## src/design/lss_pkg.sv

```systemverilog
// ----------------------------------------------------------------------------
// lss_pkg
// Shared types and constants of the lexical shortlist selector.
// ----------------------------------------------------------------------------
package lss_pkg;

  localparam logic [1:0] ACT_LOAD_OFF  = 2'd0;
  localparam logic [1:0] ACT_LOAD_LIST = 2'd1;
  localparam logic [1:0] ACT_WORD      = 2'd2;
  localparam logic [1:0] ACT_FINISH    = 2'd3;

  localparam logic [2:0] CFG_FREQ_COUNT = 3'd0;
  localparam logic [2:0] CFG_MIN_CAND   = 3'd1;
  localparam logic [2:0] CFG_SHARED     = 3'd2;
  localparam logic [2:0] CFG_SRC_SIZE   = 3'd3;
  localparam logic [2:0] CFG_TGT_SIZE   = 3'd4;

  // seen-tag width; epoch zero marks a cleared entry
  localparam int EPOCH_W = 8;
  localparam int Q_DEPTH = 4;

  typedef struct packed {
    logic [1:0]  action;
    logic [15:0] table_index;
    logic [16:0] table_value;
    logic [14:0] word;
    logic        last;
  } in_item_t;

  typedef struct packed {
    logic [5:0]  segment;
    logic [63:0] mask;
    logic [12:0] selected_count;
    logic        bad_word;
    logic        last_segment;
  } out_item_t;

  typedef enum logic [1:0] {
    CMD_LOAD_OFF,
    CMD_LOAD_LIST,
    CMD_WORD,
    CMD_FINISH
  } cmd_kind_t;

  typedef struct packed {
    cmd_kind_t   kind;
    logic        bad;
    logic [15:0] index;
    logic [16:0] value;
    logic [14:0] word;
    logic        last;
  } cmd_t;

  // clamped configuration as the engine uses it
  typedef struct packed {
    logic [12:0] freq_count;
    logic [12:0] min_cand;
    logic        shared;
    logic [15:0] src_size;
    logic [12:0] tgt_size;
  } cfg_t;

endpackage

```

## src/design/lss_front.sv

```systemverilog
// ----------------------------------------------------------------------------
// lss_front
// Accepts input beats, range-checks them and turns them into commands.
// ----------------------------------------------------------------------------
module lss_front #(
  parameter int SOURCE_VOCAB = 32768,
  parameter int TARGET_VOCAB = 4096,
  parameter int LIST_DEPTH   = 65536
) (
  input  logic              in_valid,
  output logic              in_stall,
  input  lss_pkg::in_item_t in_data,
  input  lss_pkg::cfg_t     cfg,
  input  logic              q_full,
  output logic              q_push,
  output lss_pkg::cmd_t     q_cmd
);

  localparam logic [16:0] OFF_LIM  = 17'(SOURCE_VOCAB);
  localparam logic [20:0] LIST_LIM = 21'(LIST_DEPTH);
  localparam logic [16:0] TGT_LIM  = 17'(TARGET_VOCAB);

  assign in_stall = q_full;
  assign q_push   = in_valid && !q_full;

  always_comb begin
    q_cmd       = '0;
    q_cmd.index = in_data.table_index;
    q_cmd.value = in_data.table_value;
    q_cmd.word  = in_data.word;
    q_cmd.last  = in_data.last;
    unique case (in_data.action)
      lss_pkg::ACT_LOAD_OFF: begin
        q_cmd.kind = lss_pkg::CMD_LOAD_OFF;
        q_cmd.bad  = {1'b0, in_data.table_index} > OFF_LIM;
      end
      lss_pkg::ACT_LOAD_LIST: begin
        q_cmd.kind = lss_pkg::CMD_LOAD_LIST;
        q_cmd.bad  = ({5'b0, in_data.table_index} >= LIST_LIM) ||
                     (in_data.table_value >= TGT_LIM);
      end
      lss_pkg::ACT_WORD: begin
        q_cmd.kind = lss_pkg::CMD_WORD;
        q_cmd.bad  = {1'b0, in_data.word} >= cfg.src_size;
      end
      default: begin
        q_cmd.kind = lss_pkg::CMD_FINISH;
        q_cmd.bad  = 1'b0;
      end
    endcase
  end

endmodule

```

## config.mk

```make
export PLATFORM = sky130hd
export DESIGN_NAME = lss_front
export DESIGN_NICKNAME = d
export VERILOG_FILES = /design/src/design/lss_pkg.sv /design/src/design/lss_front.sv
export SDC_FILE = /design/constraint.sdc
export NUM_CORES = 1
export LEC_CHECK = 0
export CORE_AREA = 3 3 61 63
export DETAILED_ROUTE_END_ITERATION = 7
export DIE_AREA = 0 0 64 66
export DONT_BUFFER_PORTS = 1
export PLACE_DENSITY_LB_ADDON = 0.1
export SLEW_MARGIN = 25
export SYNTH_ARGS = -nofsm -noshare
export SYNTH_HDL_FRONTEND = slang
export SYNTH_SLANG_ARGS = --single-unit
```

## constraint.sdc

```tcl
create_clock -name vclk -period 1.3
set_input_delay 0 -clock vclk [all_inputs]
set_output_delay 0 -clock vclk [all_outputs]
set_load 0.005 [all_outputs]
```

==> reports/qor.csv <==
stage;metric;value;unit
outcome;outcome;complete, no violations;
synth;synthTopCellsByArea;buf_4 (44%), ha_1 (22%), inv_1 (7.4%);
floorplan;rows;21;
global_routing;gr-total-overflow;0;
synth;avgSynthCellArea;7.27;µm²
hold_path;min_from;in_data[0];
floorplan;start_util;26.1;%
timing;relSlewSlack;81.4;%
finish;nFlopsAndLatches;0;
global_routing;grt_pass1_wl;2480;µm
finish;drive_gt1_share;4.55;%
timing;tightest_slew;0.277;ns
global_routing;grt_usage;7.36;%
drt;drtPass1Iterations;2;
timing;hold_viol_final;0;
power_and_ir_drop;power.leakage;0.000259;µW
global_routing;antenna_found_initial;0;
power_and_ir_drop;power_density;220;mW/mm²
power_and_ir_drop;vdd_drop_max;37.5;µV
worst_setup_path;worst_ep_required_time;1.30;ns
drt;vias_per_cell;4.74;
global_routing;grt_max_degree;6;
floorplan;core;0.00328;mm²
synth;syn_area;858;µm²
timing;tns;0;ns
synth;yosys.area.top_type;buf_4;
drt;routed_wl;1770;µm
synth;synthCells;118;
place;post-place-ws;0.128;ns
place;hpwl;1710;µm
synth;yosysWarningCount;0;
finish;final_core_util;16.2;%
place;dpl-instance-area;533;µm²
drt;avgRoutedWirePerCell;15.8;µm
worst_setup_path;crit_start;cfg[26];
hold_path;holdPathStages;0;
finish;nClkBuffers;0;
clock_network;cts-hold-fix-buffers;0;
place;globalplace.congestion;0.656;
finish;fill_cells;377;
drt;drc;0;
floorplan;die_area;0.00422;mm²
finish;stdcell_area;533;µm²
floorplan;die_y;66;µm
worst_setup_path;path_class;in2out;
synth;yosysTopAreaCellShare;43.7;%
finish;area_delta_synth_final;-37.9;%
floorplan;ios;163;
finish;antennaDiodeCount;0;
timing;grt_setup_unrepaired;false;
synth;synth_nets;242;
timing;fin_crit;1.12;ns
drt;drtAntennaViolNets;0;
timing;fin_crit_sh;86.0;%
drt;drt_iter0_drc;3;
synth;synth.yosys.seq_area_share;0;%
clock_network;post_cts.repair.setup_buffers;0;
clock_network;cts_resized;0;
timing;setup_violations;0;
finish;nets;192;
finish;seq_area;0;µm²
worst_setup_path;setup.worst_path.start_class;input pin;
worst_setup_path;cp-end-kind;primary output;
power_and_ir_drop;power;118;µW
drt;via_count;531;
floorplan;die_w;64;µm
worst_setup_path;path_max_fanout;2;
timing;slew_violations;0;
timing;fmax;0.894;GHz
global_routing;grt_pass1_vias;560;
timing;worst_slack;0.182;ns
synth;synth_cell_types;24;
hold_path;hp-class;in2out;
worst_setup_path;worst_ep_arrival_time;1.12;ns
place;io_buffers;0;
job;cap_violations;0;
[through the flow]
stage,instances,hold slack (ns)
floorplan,118,0.0302
global placement,112,0.0000381
detailed placement,112,0.0000381
CTS,112,0.0000381
global route,112,0.00000737
finish,112,0.00000198
[report_power, final]
group	internal [µW]	switching [µW]
clock network	0	0
logic	54.9	62.6
registers	0	0
[Yosys cell counts]
master and count:
a211oi_1 2, a21oi_1 3, buf_4 50, clkbuf_1 2, ha_1 15, inv_1 17
nand2_1 1, nand2b_1 1, nand3_1 1, nand3_2 1, nand3b_1 1, nand4_1 2
nand4b_4 1, nor2_1 4, nor2b_1 1, nor3_1 2, nor3b_1 1, nor4_1 5
nor4_2 1, o211ai_1 1, o21ai_0 3, o21ai_1 1, o22ai_1 1, o32ai_1 1
[worst max-delay path, stage by stage]
cell and delay (ns):
inv_1 0.02, ha_1 0.31, a211oi_1 0.29, o32ai_1 0.13
a211oi_1 0.20, o211ai_1 0.16
[logic make-up (layout without fill, tap and decap cells)]
kind of cell	after synthesis	after routing	share of synthesized area [%]
buffers and inverters	69	17	52.0
AND/OR/NAND/NOR	22	22	17.6
adder cells (fa/ha/maj)	15	15	21.9
AO/OA/AOI/OAI	12	12	8.45
[layer usage]
layer	share of wire [%]	global-route usage, %
met2	45	12.9
met5	0	0
met4	2.4	2.16
met3	19	4.25
met1	34	7.36
[layout by cell type (no fill, tap or decap)]
master,count
a211oi_1,2
a21oi_1,3
ha_1,15
inv_1,17
nand2_1,1
nand2b_1,1
nand3_1,1
nand3_2,1
nand3b_1,1
nand4_1,2
nand4b_4,1
nor2_1,4
nor2b_1,1
nor3_1,2
nor3b_1,1
nor4_1,5
nor4_2,1
o211ai_1,1
o21ai_0,3
o21ai_1,1
o22ai_1,1
o32ai_1,1
[area by class of cell]
class | instances | area [µm²] | share of cell area [%]
multi-input cells | 49 | 412 | 77.2
well taps | 46 | 57.6 | 10.8
inverters | 17 | 63.8 | 12.0
[final timing paths]
check,slack (ns),to
setup / recovery,0.18,q_cmd[49]
hold / removal,0.000002,q_cmd[0]
No activity file was read; power rests on OpenSTA's default activity.
