`src/design/lss_pkg.sv`:
```
// ----------------------------------------------------------------------------
// lss_pkg
// Shared types and constants of the lexical shortlist selector.
// ----------------------------------------------------------------------------
package lss_pkg;

  localparam logic [1:0] ACT_LOAD_OFF  = 2'd0;
  localparam logic [1:0] ACT_LOAD_LIST = 2'd1;
  localparam logic [1:0] ACT_WORD      = 2'd2;
  localparam logic [1:0] ACT_FINISH    = 2'd3;

  localparam logic [2:0] CFG_FREQ_COUNT = 3'd0;
  localparam logic [2:0] CFG_MIN_CAND   = 3'd1;
  localparam logic [2:0] CFG_SHARED     = 3'd2;
  localparam logic [2:0] CFG_SRC_SIZE   = 3'd3;
  localparam logic [2:0] CFG_TGT_SIZE   = 3'd4;

  // seen-tag width; epoch zero marks a cleared entry
  localparam int EPOCH_W = 8;
  localparam int Q_DEPTH = 4;

  typedef struct packed {
    logic [1:0]  action;
    logic [15:0] table_index;
    logic [16:0] table_value;
    logic [14:0] word;
    logic        last;
  } in_item_t;

  typedef struct packed {
    logic [5:0]  segment;
    logic [63:0] mask;
    logic [12:0] selected_count;
    logic        bad_word;
    logic        last_segment;
  } out_item_t;

  typedef enum logic [1:0] {
    CMD_LOAD_OFF,
    CMD_LOAD_LIST,
    CMD_WORD,
    CMD_FINISH
  } cmd_kind_t;

  typedef struct packed {
    cmd_kind_t   kind;
    logic        bad;
    logic [15:0] index;
    logic [16:0] value;
    logic [14:0] word;
    logic        last;
  } cmd_t;

  // clamped configuration as the engine uses it
  typedef struct packed {
    logic [12:0] freq_count;
    logic [12:0] min_cand;
    logic        shared;
    logic [15:0] src_size;
    logic [12:0] tgt_size;
  } cfg_t;

endpackage

```
`src/design/lss_queue.sv`:
```
// ----------------------------------------------------------------------------
// lss_queue
// Small command FIFO between the front and the engine.
// ----------------------------------------------------------------------------
module lss_queue (
  input  logic          clk,
  input  logic          rst_n,
  input  logic          push,
  input  lss_pkg::cmd_t push_data,
  output logic          full,
  input  logic          pop,
  output logic          not_empty,
  output lss_pkg::cmd_t pop_data
);

  localparam int PW = $clog2(lss_pkg::Q_DEPTH);

  lss_pkg::cmd_t   fifo_r [lss_pkg::Q_DEPTH];
  logic [PW-1:0]   wp_r, rp_r;
  logic [PW:0]     cnt_r;

  assign full      = cnt_r == (PW+1)'(lss_pkg::Q_DEPTH);
  assign not_empty = cnt_r != '0;
  assign pop_data  = fifo_r[rp_r];

  always_ff @(posedge clk) begin
    if (push) begin
      fifo_r[wp_r] <= push_data;
    end
  end

  always_ff @(posedge clk) begin
    if (!rst_n) begin
      wp_r  <= '0;
      rp_r  <= '0;
      cnt_r <= '0;
    end else begin
      if (push) wp_r <= wp_r + 1'b1;
      if (pop)  rp_r <= rp_r + 1'b1;
      if (push && !pop)      cnt_r <= cnt_r + 1'b1;
      else if (pop && !push) cnt_r <= cnt_r - 1'b1;
    end
  end

endmodule

```
`config.mk`:
```
export PLATFORM = sky130hd
export DESIGN_NAME = lss_queue
export DESIGN_NICKNAME = d
export VERILOG_FILES = /design/src/design/lss_pkg.sv /design/src/design/lss_queue.sv
export SDC_FILE = /design/constraint.sdc
export NUM_CORES = 1
export LEC_CHECK = 0
export ABC_AREA = 1
export BUFFER_PORTS_ARGS = -buffer_cell sky130_fd_sc_hd__buf_2
export CORE_ASPECT_RATIO = 0.8
export CORE_MARGIN = 2
export CORE_UTILIZATION = 51
export CTS_CLUSTER_DIAMETER = 40
export CTS_CLUSTER_SIZE = 28
export DETAILED_ROUTE_END_ITERATION = 12
export PLACE_DENSITY = 0.69
export SETUP_SLACK_MARGIN = 0.5
export SLEW_MARGIN = 10
export SYNTH_ARGS = -nofsm -noshare
export SYNTH_HDL_FRONTEND = slang
export SYNTH_SLANG_ARGS = --single-unit
export TNS_END_PERCENT = 100
```
`constraint.sdc`:
```
create_clock -name clk -period 4.1 [get_ports clk]
set_input_delay 0.41 -clock clk [delete_from_list [all_inputs] [get_ports clk]]
set_output_delay 0.41 -clock clk [all_outputs]
set_load 0.02 [all_outputs]
```
==> metrics.txt, run 1 <==
commonest non-fill, non-tap cell in the layout=sky130_fd_sc_hd__edfxtp_1; number of nets with antenna violations after detailed routing=0; Total Die Area=0.0181 sq mm; number of top-level pins=110; setup repair after global routing missed its margin=no; crit end category=output port; Buf+Inv Stages, Crit Path=2; area share of the leading cell type in the synthesized netlist=0.719; count of final hold-check violations=0; measured slew at the worst slew-check pin=1.06 ns; routability congestion estimate from global placement=0.772; fraction of the mapped netlist area in simple logic gates=0.0865; post-synthesis register bit count=217; number of cells produced by synthesis=561; max-cap violations=0; # clock sinks=217; number of nets produced by synthesis=623; power density over the cells=524 mW/mm^2; mean post-synth cell area=15.5 sq um; routed length per instance=18.7 microns; number of input and output port buffers inserted=109; vias in the first global route=4898; max-slew headroom at the worst pin=0.293; core box area=0.0166 sq mm; Worst Path Class, Setup=flop to output port; worst clock skew=0.0168 ns; buffer count from post-CTS setup fixing=0; net switching power=1380 uW; Hold Slack=0.105 ns; Syn-to-layout area delta=17.8%; met2 Resource Use GR=0.299; complex-gate fraction of the synthesized area=0.130; non-filler cells in the finished layout=916; total negative slack=0 ns; min-delay worst type=input pin to flop; fraction of met1 tracks used by global routing=0.273; Max FO, Critical Path=104; number of vias in the routed layout=5011; adder-cell area share of the yosys netlist=0.00950; height of the die=121 microns; final routed DRC violation total=0; number of buffers on the longest clock path=3; final number of setup-violating endpoints=0; worst voltage drop across the vdd grid=0.305 mV; min cycle time layout=2.90 ns; x dimension of the die=150 microns; DR pass1 iterations=6; first-pass GRT wire length=26600 microns; Inserted Clock Buffers=26; largest net degree at the start of global routing=105; combinational family with the most area after synthesis=compound AO/OA/AOI/OAI gates; startpoint type of the worst setup path=flop; number of antenna violations at the first check in global routing=2; starting density of the core=0.523; outcome=finished, final reports clean; count of different cell masters after synthesis=23; global-route met3 utilization=0.0411; violation count after the first detailed-routing iteration=324; sequential area share after synthesis=0.739; num rows=42; cell at the root of the clock tree=sky130_fd_sc_hd__clkbuf_16; biggest cell delay along the critical path=0.74 ns; Post-CTS Resized=0; Switching Share=0.258; share of cells above drive strength 1=0.358; total instance count after detailed placement=867; HPWL Detailed=9660 microns; hold-fix buffers at CTS=0; synth top area cells=sky130_fd_sc_hd__edfxtp_1 72%, sky130_fd_sc_hd__o21ai_0 5.5%, sky130_fd_sc_hd__o22ai_2 5.3%, sky130_fd_sc_hd__nor2_4 4.8%, sky130_fd_sc_hd__nor2_1 3.0%; clock transition at the registers of the reported paths=0.06 ns; commonest cells after routing, fill and taps aside=208 x sky130_fd_sc_hd__edfxtp_1, 109 x sky130_fd_sc_hd__buf_2, 96 x sky130_fd_sc_hd__o21ai_0; leakage power total=0.00358 uW; Routed Wire Length=17100 microns; CP Data Required Time=3.69 ns; share of total power in combinational logic=0.103; list of cells traversed by the critical path=buf_4, o21ai_0, o22ai_2, buf_2; endpoint arrival time on the critical path=2.49 ns; most area-hungry cell type in the Yosys netlist=sky130_fd_sc_hd__edfxtp_1; dominant delay contributor by cell family on the critical path=buffers and inverters; GRT Residual Overflow=0; xor and xnor area share after synthesis=0; clk_lat worst skew=0.51 ns; internal power=3980 uW; number of vias per cell=5.47; post-layout net count=737; post-synth design cell area=0.00869 sq mm; highest attainable clock frequency=345 MHz; Seq pwr share=0.477; share of the clock period used by the worst path=0.706; crit path max-delay cell type=sky130_fd_sc_hd__buf_4; clock tree from TritonCTS=built; share of cell area taken by muxes after synthesis=0; Clk pwr share=0.420; aggregate global-route resource usage=0.190; highest-utilization routing layer at the global route stage=met2; number of H-tree branching levels=1; max-slew violation count=0; yosys warns=0
stage by stage:
step                power [uW]  utilization  worst slack (ns)  instance area, sq um
detailed placement        3160        0.563              1.79                  9350
CTS                       5410        0.616              1.24                 10200
finish                    5360        0.616              1.20                 10200
floorplan                 2980            -              2.09                  8690
global placement          3140        0.563              1.84                  9350
global route              5550        0.616              1.07                 10200
power groups by stage:
stage               registers (uW)  logic (uW)  clock network, uW
floorplan                     2600         375                  0
global placement              2600         543                  0
detailed placement            2610         558                  0
CTS                           2560         559               2290
global route                  2560         601               2380
finish                        2560         551               2250
cells by family after synthesis:
family / Yosys count
flops: 217
buf+inv: 49
fa+ha+maj: 6
simple gates: 123
compound gates: 166
path summary, 6_finish.rpt:
check / from / to / slack (ns) / cells past startpoint
hold / removal: push_data[19] / fifo_r[2][19]$_DFFE_PP_ / 0.10 / 1
setup / recovery: flop / pop_data[8] / 1.20 / 4
setup reg to reg: wp_r[0]$_SDFFE_PN0P_ / fifo_r[0][14]$_DFFE_PP_ / 1.99 / 5
hold reg to reg: rp_r[1]$_SDFFE_PN0P_ / flop / 0.44 / 1
layout make-up:
type / count / area [sq um]
inverters: 17 / 68.8
well taps: 220 / 275
clock inverters: 19 / 190
clock buffers: 29 / 693
multi-input cells: 295 / 1960
repair buffers: 118 / 613
fillers: 1250 / 6370
flip-flops and latches: 217 / 6430
diodes: 1 / 2.50
metal layers:
metal  wire length, microns  share of wire  vias up
li1                       -              -     2343
met1                   7360           0.43     2437
met2                   8090           0.47      197
met3                   1360          0.079       34
met4                    331          0.019        0
met5                      0              0        -
synth_stat cells:
cell type	n
sky130_fd_sc_hd__a21oi_1	4
sky130_fd_sc_hd__buf_6	3
sky130_fd_sc_hd__clkbuf_1	14
sky130_fd_sc_hd__edfxtp_1	208
sky130_fd_sc_hd__inv_1	15
sky130_fd_sc_hd__o22ai_2	37
sky130_fd_sc_hd__o21ai_1	14
sky130_fd_sc_hd__o22ai_1	15
sky130_fd_sc_hd__fa_1	1
sky130_fd_sc_hd__buf_4	1
sky130_fd_sc_hd__nor2_4	37
sky130_fd_sc_hd__nand4_1	1
sky130_fd_sc_hd__nor2_2	3
sky130_fd_sc_hd__ha_1	5
sky130_fd_sc_hd__buf_12	5
sky130_fd_sc_hd__dfxtp_1	9
sky130_fd_sc_hd__o21ai_0	96
sky130_fd_sc_hd__nand3_1	1
sky130_fd_sc_hd__buf_2	9
sky130_fd_sc_hd__inv_2	2
sky130_fd_sc_hd__nor3_1	1
sky130_fd_sc_hd__nand2_1	10
sky130_fd_sc_hd__nor2_1	70
flip-flops by register name (all words and copies together), names as in the netlist, named ones only:
name    count
fifo_r    208
cnt_r       3
rp_r        2
wp_r        2
Power figures use the tool's default switching activity.
==> run 2, diff against run 1 <==
Settings changed: PLACE_DENSITY 0.69 to 0.71.
Clock period 4.1 ns to 2.32 ns, I/O delays scaled along.
==> metrics.txt, run 2 (synthesis results as in run 1) <==
crit end category=output port; number of H-tree branching levels=1; path depth of the worst reg2reg path=4; max-slew headroom at the worst pin=0.636; setup repair after global routing missed its margin=yes; Total Die Area=0.0181 sq mm; CP Data Required Time=2.09 ns; max-slew violation count=0; largest net degree at the start of global routing=29; Max FO, Critical Path=7; Worst Hold Path EP=cnt_r[2]$_SDFFE_PN0P_; worst path setup slack after routing=0.314 ns; vias in the first global route=5735; HPWL Detailed=10200 microns; commonest cells after routing, fill and taps aside=208 x sky130_fd_sc_hd__edfxtp_1, 60 x sky130_fd_sc_hd__buf_2, 55 x sky130_fd_sc_hd__nor2_1; post-layout net count=825; routed length per instance=21.8 microns; Syn-to-layout area delta=39.0%; final routed DRC violation total=0; GRT Residual Overflow=0; share of the clock period used by the worst path=0.865; total instance count after detailed placement=873; measured slew at the worst slew-check pin=0.543 ns; cell at the root of the clock tree=sky130_fd_sc_hd__clkbuf_16; number of vias per cell=5.71; clk_lat worst skew=0.51 ns; routability congestion estimate from global placement=0.778; Placement Setup Slack=0.515 ns; worst voltage drop across the vdd grid=0.820 mV; Hold Slack=0.0249 ns; number of diodes=0; Crit Reg-Reg Endpoint=fifo_r[1][6]$_DFFE_PP_; final number of setup-violating endpoints=0; registers with the highest flip-flop counts=fifo_r: 208 flops, cnt_r: 3 flops; worst-case register-to-register setup slack=0.56 ns; num rows=42; number of input and output port buffers inserted=109; min cycle time layout=2.01 ns; x dimension of the die=150 microns; worst reg2reg path startpoint=wp_r[1]$_SDFFE_PN0P_; highest attainable clock frequency=498 MHz; core box area=0.0166 sq mm; number of flip-flops in the largest register=208; count of final hold-check violations=0; share of cells above drive strength 1=0.444; # clock sinks=217; violation count after the first detailed-routing iteration=546; aggregate global-route resource usage=0.230; min-delay worst type=input pin to flop; DR pass1 iterations=4; worst clock skew=0.0105 ns; Worst Path Class, Setup=flop to output port; commonest non-fill, non-tap cell in the layout=sky130_fd_sc_hd__edfxtp_1; number of nets with antenna violations after detailed routing=0; non-filler cells in the finished layout=1001; clock transition at the registers of the reported paths=0.06 ns; launch instance of the worst min-delay path=rst_n; number of buffers on the longest clock path=3; max-cap violations=0; number of vias in the routed layout=5718; Inserted Clock Buffers=25; first-pass GRT wire length=31300 microns; starting density of the core=0.523; power density over the cells=835 mW/mm^2; number of antenna violations at the first check in global routing=0; most flop-heavy register=fifo_r; total negative slack=0 ns; endpoint arrival time on the critical path=1.77 ns; final total power=10100 uW; number of cells on the worst hold path=3; outcome=finished, final reports clean; Routed Wire Length=21800 microns; clock tree from TritonCTS=built; startpoint type of the worst setup path=flop; leakage power total=0.00428 uW; number of top-level pins=110; height of the die=121 microns
-- run 2: metal layers --
layer  up-vias  wire length, microns  global-route usage
met5         -                     0                   0
met4         0                   497              0.0719
met3        49                  1960              0.0577
met2       295                 10500               0.371
met1      2850                  8860               0.309
li1       2524                     -                   -
-- run 2: power breakdown --
group	internal [uW]	leakage [uW]	total (uW)	switching (uW)
sequential	4470	0.00199	4540	70.9
clock	2370	0.000402	3990	1630
combinational	686	0.00189	1540	855
total	7530	0.00428	10100	2550
-- run 2: what timing repair did --
item                                    4_1_cts  5_1_grt
endpoints found under the setup margin       52      122
resized for setup                           135      103
cloned                                       11        7
hold buffers                                 52        0
setup buffers                                10        3
pin swaps                                     2       34
endpoints found under the hold margin       208        0
-- run 2: worst max-delay path, stage by stage, from the launching register on --
cell and delay (ns):
sky130_fd_sc_hd__dfxtp_4 0.47, sky130_fd_sc_hd__buf_8 0.18, sky130_fd_sc_hd__buf_16 0.14, sky130_fd_sc_hd__o21ai_2 0.06, sky130_fd_sc_hd__o22ai_1 0.21, sky130_fd_sc_hd__buf_4 0.20
-- run 2: layout make-up --
cell class | instances | area (sq um)
clock buffers | 27 | 633
multi-input cells | 295 | 2250
repair buffers | 206 | 2160
inverters | 17 | 98.8
clock inverters | 18 | 224
repair inverters | 1 | 5.00
well taps | 220 | 275
fillers | 1009 | 4530
flip-flops and latches | 217 | 6430
-- run 2: stage by stage --
step           cell area [sq um]   util
3_3_place_gp                9500  0.572
6_report                   12100  0.727
5_1_grt                    12100  0.727
4_1_cts                    11600  0.696
3_5_place_dp                9500  0.572
2_1_floorplan               8710      -
-- run 2: worst max path at each step --
stage / end / slack [ns] / cells after the start
5_1_grt: pop_data[18] / 0.27 / 5
3_5_place_dp: pop_data[11] / 0.52 / 4
6_report: pop_data[18] / 0.31 / 5
2_1_floorplan: fifo_r[0][0]$_DFFE_PP_ / 0.51 / 4
4_1_cts: pop_data[11] / 0.36 / 5
3_3_place_gp: pop_data[22] / 0.56 / 4
==> run 3, diff against run 2 <==
Settings changed: CTS_BUF_LIST from default to sky130_fd_sc_hd__clkbuf_16.
==> metrics.txt, run 3 (synthesis results as in run 1) <==
outcome=finished, final reports clean; Total Die Area=0.0181 sq mm; x dimension of the die=150 microns; GRT Residual Overflow=0; launch instance of the worst min-delay path=rst_n; most flop-heavy register=fifo_r; Syn-to-layout area delta=39.0%; number of flip-flops in the largest register=208; largest net degree at the start of global routing=29; total instance count after detailed placement=873; Worst Path Class, Setup=flop to output port; setup repair after global routing missed its margin=yes; cell at the root of the clock tree=sky130_fd_sc_hd__clkbuf_16; Clk pwr share=0.396; worst reg2reg path startpoint=wp_r[1]$_SDFFE_PN0P_; DR pass1 iterations=5; final routed DRC violation total=0; share of total power in combinational logic=0.153; worst clock skew=0.0105 ns; non-filler cells in the finished layout=1001; CP Data Required Time=2.09 ns; leakage power total=0.00428 uW; num rows=42; list of cells traversed by the critical path=buf_8, buf_16, o21ai_2, o22ai_1, buf_4; Switching Share=0.253; clk_lat worst skew=0.51 ns; routed length per instance=21.8 microns; number of nets with antenna violations after detailed routing=0; number of diodes=0; clock transition at the registers of the reported paths=0.06 ns; max-slew headroom at the worst pin=0.636; Inserted Clock Buffers=25; Buf+Inv Stages, Crit Path=3; max-cap violations=0; height of the die=121 microns; number of H-tree branching levels=1; Hold Slack=0.0243 ns; share of the clock period used by the worst path=0.865; number of antenna violations at the first check in global routing=0; commonest cells after routing, fill and taps aside=208 x sky130_fd_sc_hd__edfxtp_1, 60 x sky130_fd_sc_hd__buf_2, 55 x sky130_fd_sc_hd__nor2_1; Max FO, Critical Path=7; highest attainable clock frequency=499 MHz; Seq pwr share=0.451; Routed Wire Length=21800 microns; routability congestion estimate from global placement=0.778; max-slew violation count=0; first-pass GRT wire length=31300 microns; core box area=0.0166 sq mm; number of input and output port buffers inserted=109; # clock sinks=217; number of vias in the routed layout=5700; registers with the highest flip-flop counts=fifo_r: 208 flops, cnt_r: 3 flops; net switching power=2550 uW; min cycle time layout=2.01 ns; power density over the cells=834 mW/mm^2; endpoint arrival time on the critical path=1.77 ns; clock tree from TritonCTS=built; crit end category=output port; number of buffers on the longest clock path=3; measured slew at the worst slew-check pin=0.543 ns; final total power=10100 uW; number of vias per cell=5.69; worst voltage drop across the vdd grid=0.819 mV; startpoint type of the worst setup path=flop; vias in the first global route=5735; total negative slack=0 ns; commonest non-fill, non-tap cell in the layout=sky130_fd_sc_hd__edfxtp_1; final number of setup-violating endpoints=0; starting density of the core=0.523; violation count after the first detailed-routing iteration=546; share of cells above drive strength 1=0.444; min-delay worst type=input pin to flop; final core utilization=0.727; post-layout net count=825; number of top-level pins=110; crit path max-delay cell type=sky130_fd_sc_hd__dfxtp_4; biggest cell delay along the critical path=0.47 ns; HPWL Detailed=10200 microns; count of final hold-check violations=0; aggregate global-route resource usage=0.230; internal power=7520 uW; dominant delay contributor by cell family on the critical path=buffers and inverters
[run 3: changes by cell type in the layout (fill, tap and decap cells not counted)]
| cell | delta |
|---|---|
| sky130_fd_sc_hd__clkbuf_1 | -2 |
| sky130_fd_sc_hd__inv_1 | +2 |
[run 3: worst paths after layout]
| check | to | slack [ns] | depth (start not counted) |
|---|---|---|---|
| max | pop_data[18] | 0.31 | 5 |
| min | cnt_r[2]$_SDFFE_PN0P_ | 0.02 | 3 |
| max reg2reg | fifo_r[1][6]$_DFFE_PP_ | 0.56 | 4 |
| min reg2reg | flop | 0.44 | 1 |
[run 3: layout make-up]
class                   count  area [sq um]
multi-input cells         295          2250
repair buffers            206          2160
flip-flops and latches    217          6430
repair inverters            1          5.00
fillers                  1009          4530
clock inverters            20           231
well taps                 220           275
inverters                  17          98.8
clock buffers              25           626
[run 3: what timing repair did]
action / CTS / global route
setup endpoints to repair: 52 / 122
gates resized for setup: 135 / 103
hold buffers: 52 / 0
endpoints found under the hold margin: 208 / 0
gates cloned: 11 / 7
pin swaps: 2 / 34
buffers inserted: 10 / 3
[run 3: worst reg2reg max path, delay by kind of cell (launching register included)]
family / cells / cell delay, ns
flops: 1 / 0.37
simple gates: 1 / 0.18
buf+inv: 2 / 0.62
fa+ha+maj: 1 / 0.18
[run 3: layer usage]
layer / vias to the layer above / GRT usage / wire [microns]
met1: 2860 / 0.309 / 8930
met2: 268 / 0.371 / 10500
li1: 2523 / - / -
met5: - / 0 / 0
met4: 0 / 0.0719 / 508
met3: 49 / 0.0577 / 1860
[run 3: power groups by stage]
stage | clock network [uW] | logic, uW | registers [uW]
floorplan | 0 | 667 | 4600
global placement | 0 | 977 | 4620
detailed placement | 0 | 1000 | 4620
CTS | 4000 | 1370 | 4530
global route | 4180 | 1630 | 4560
finish | 3980 | 1540 | 4540
[run 3: through the flow]
stage	area, sq um	worst slack (ns)
3_3_place_gp	9500	0.560
3_5_place_dp	9500	0.515
2_1_floorplan	8710	0.511
5_1_grt	12100	0.267
4_1_cts	11600	0.359
6_report	12100	0.314
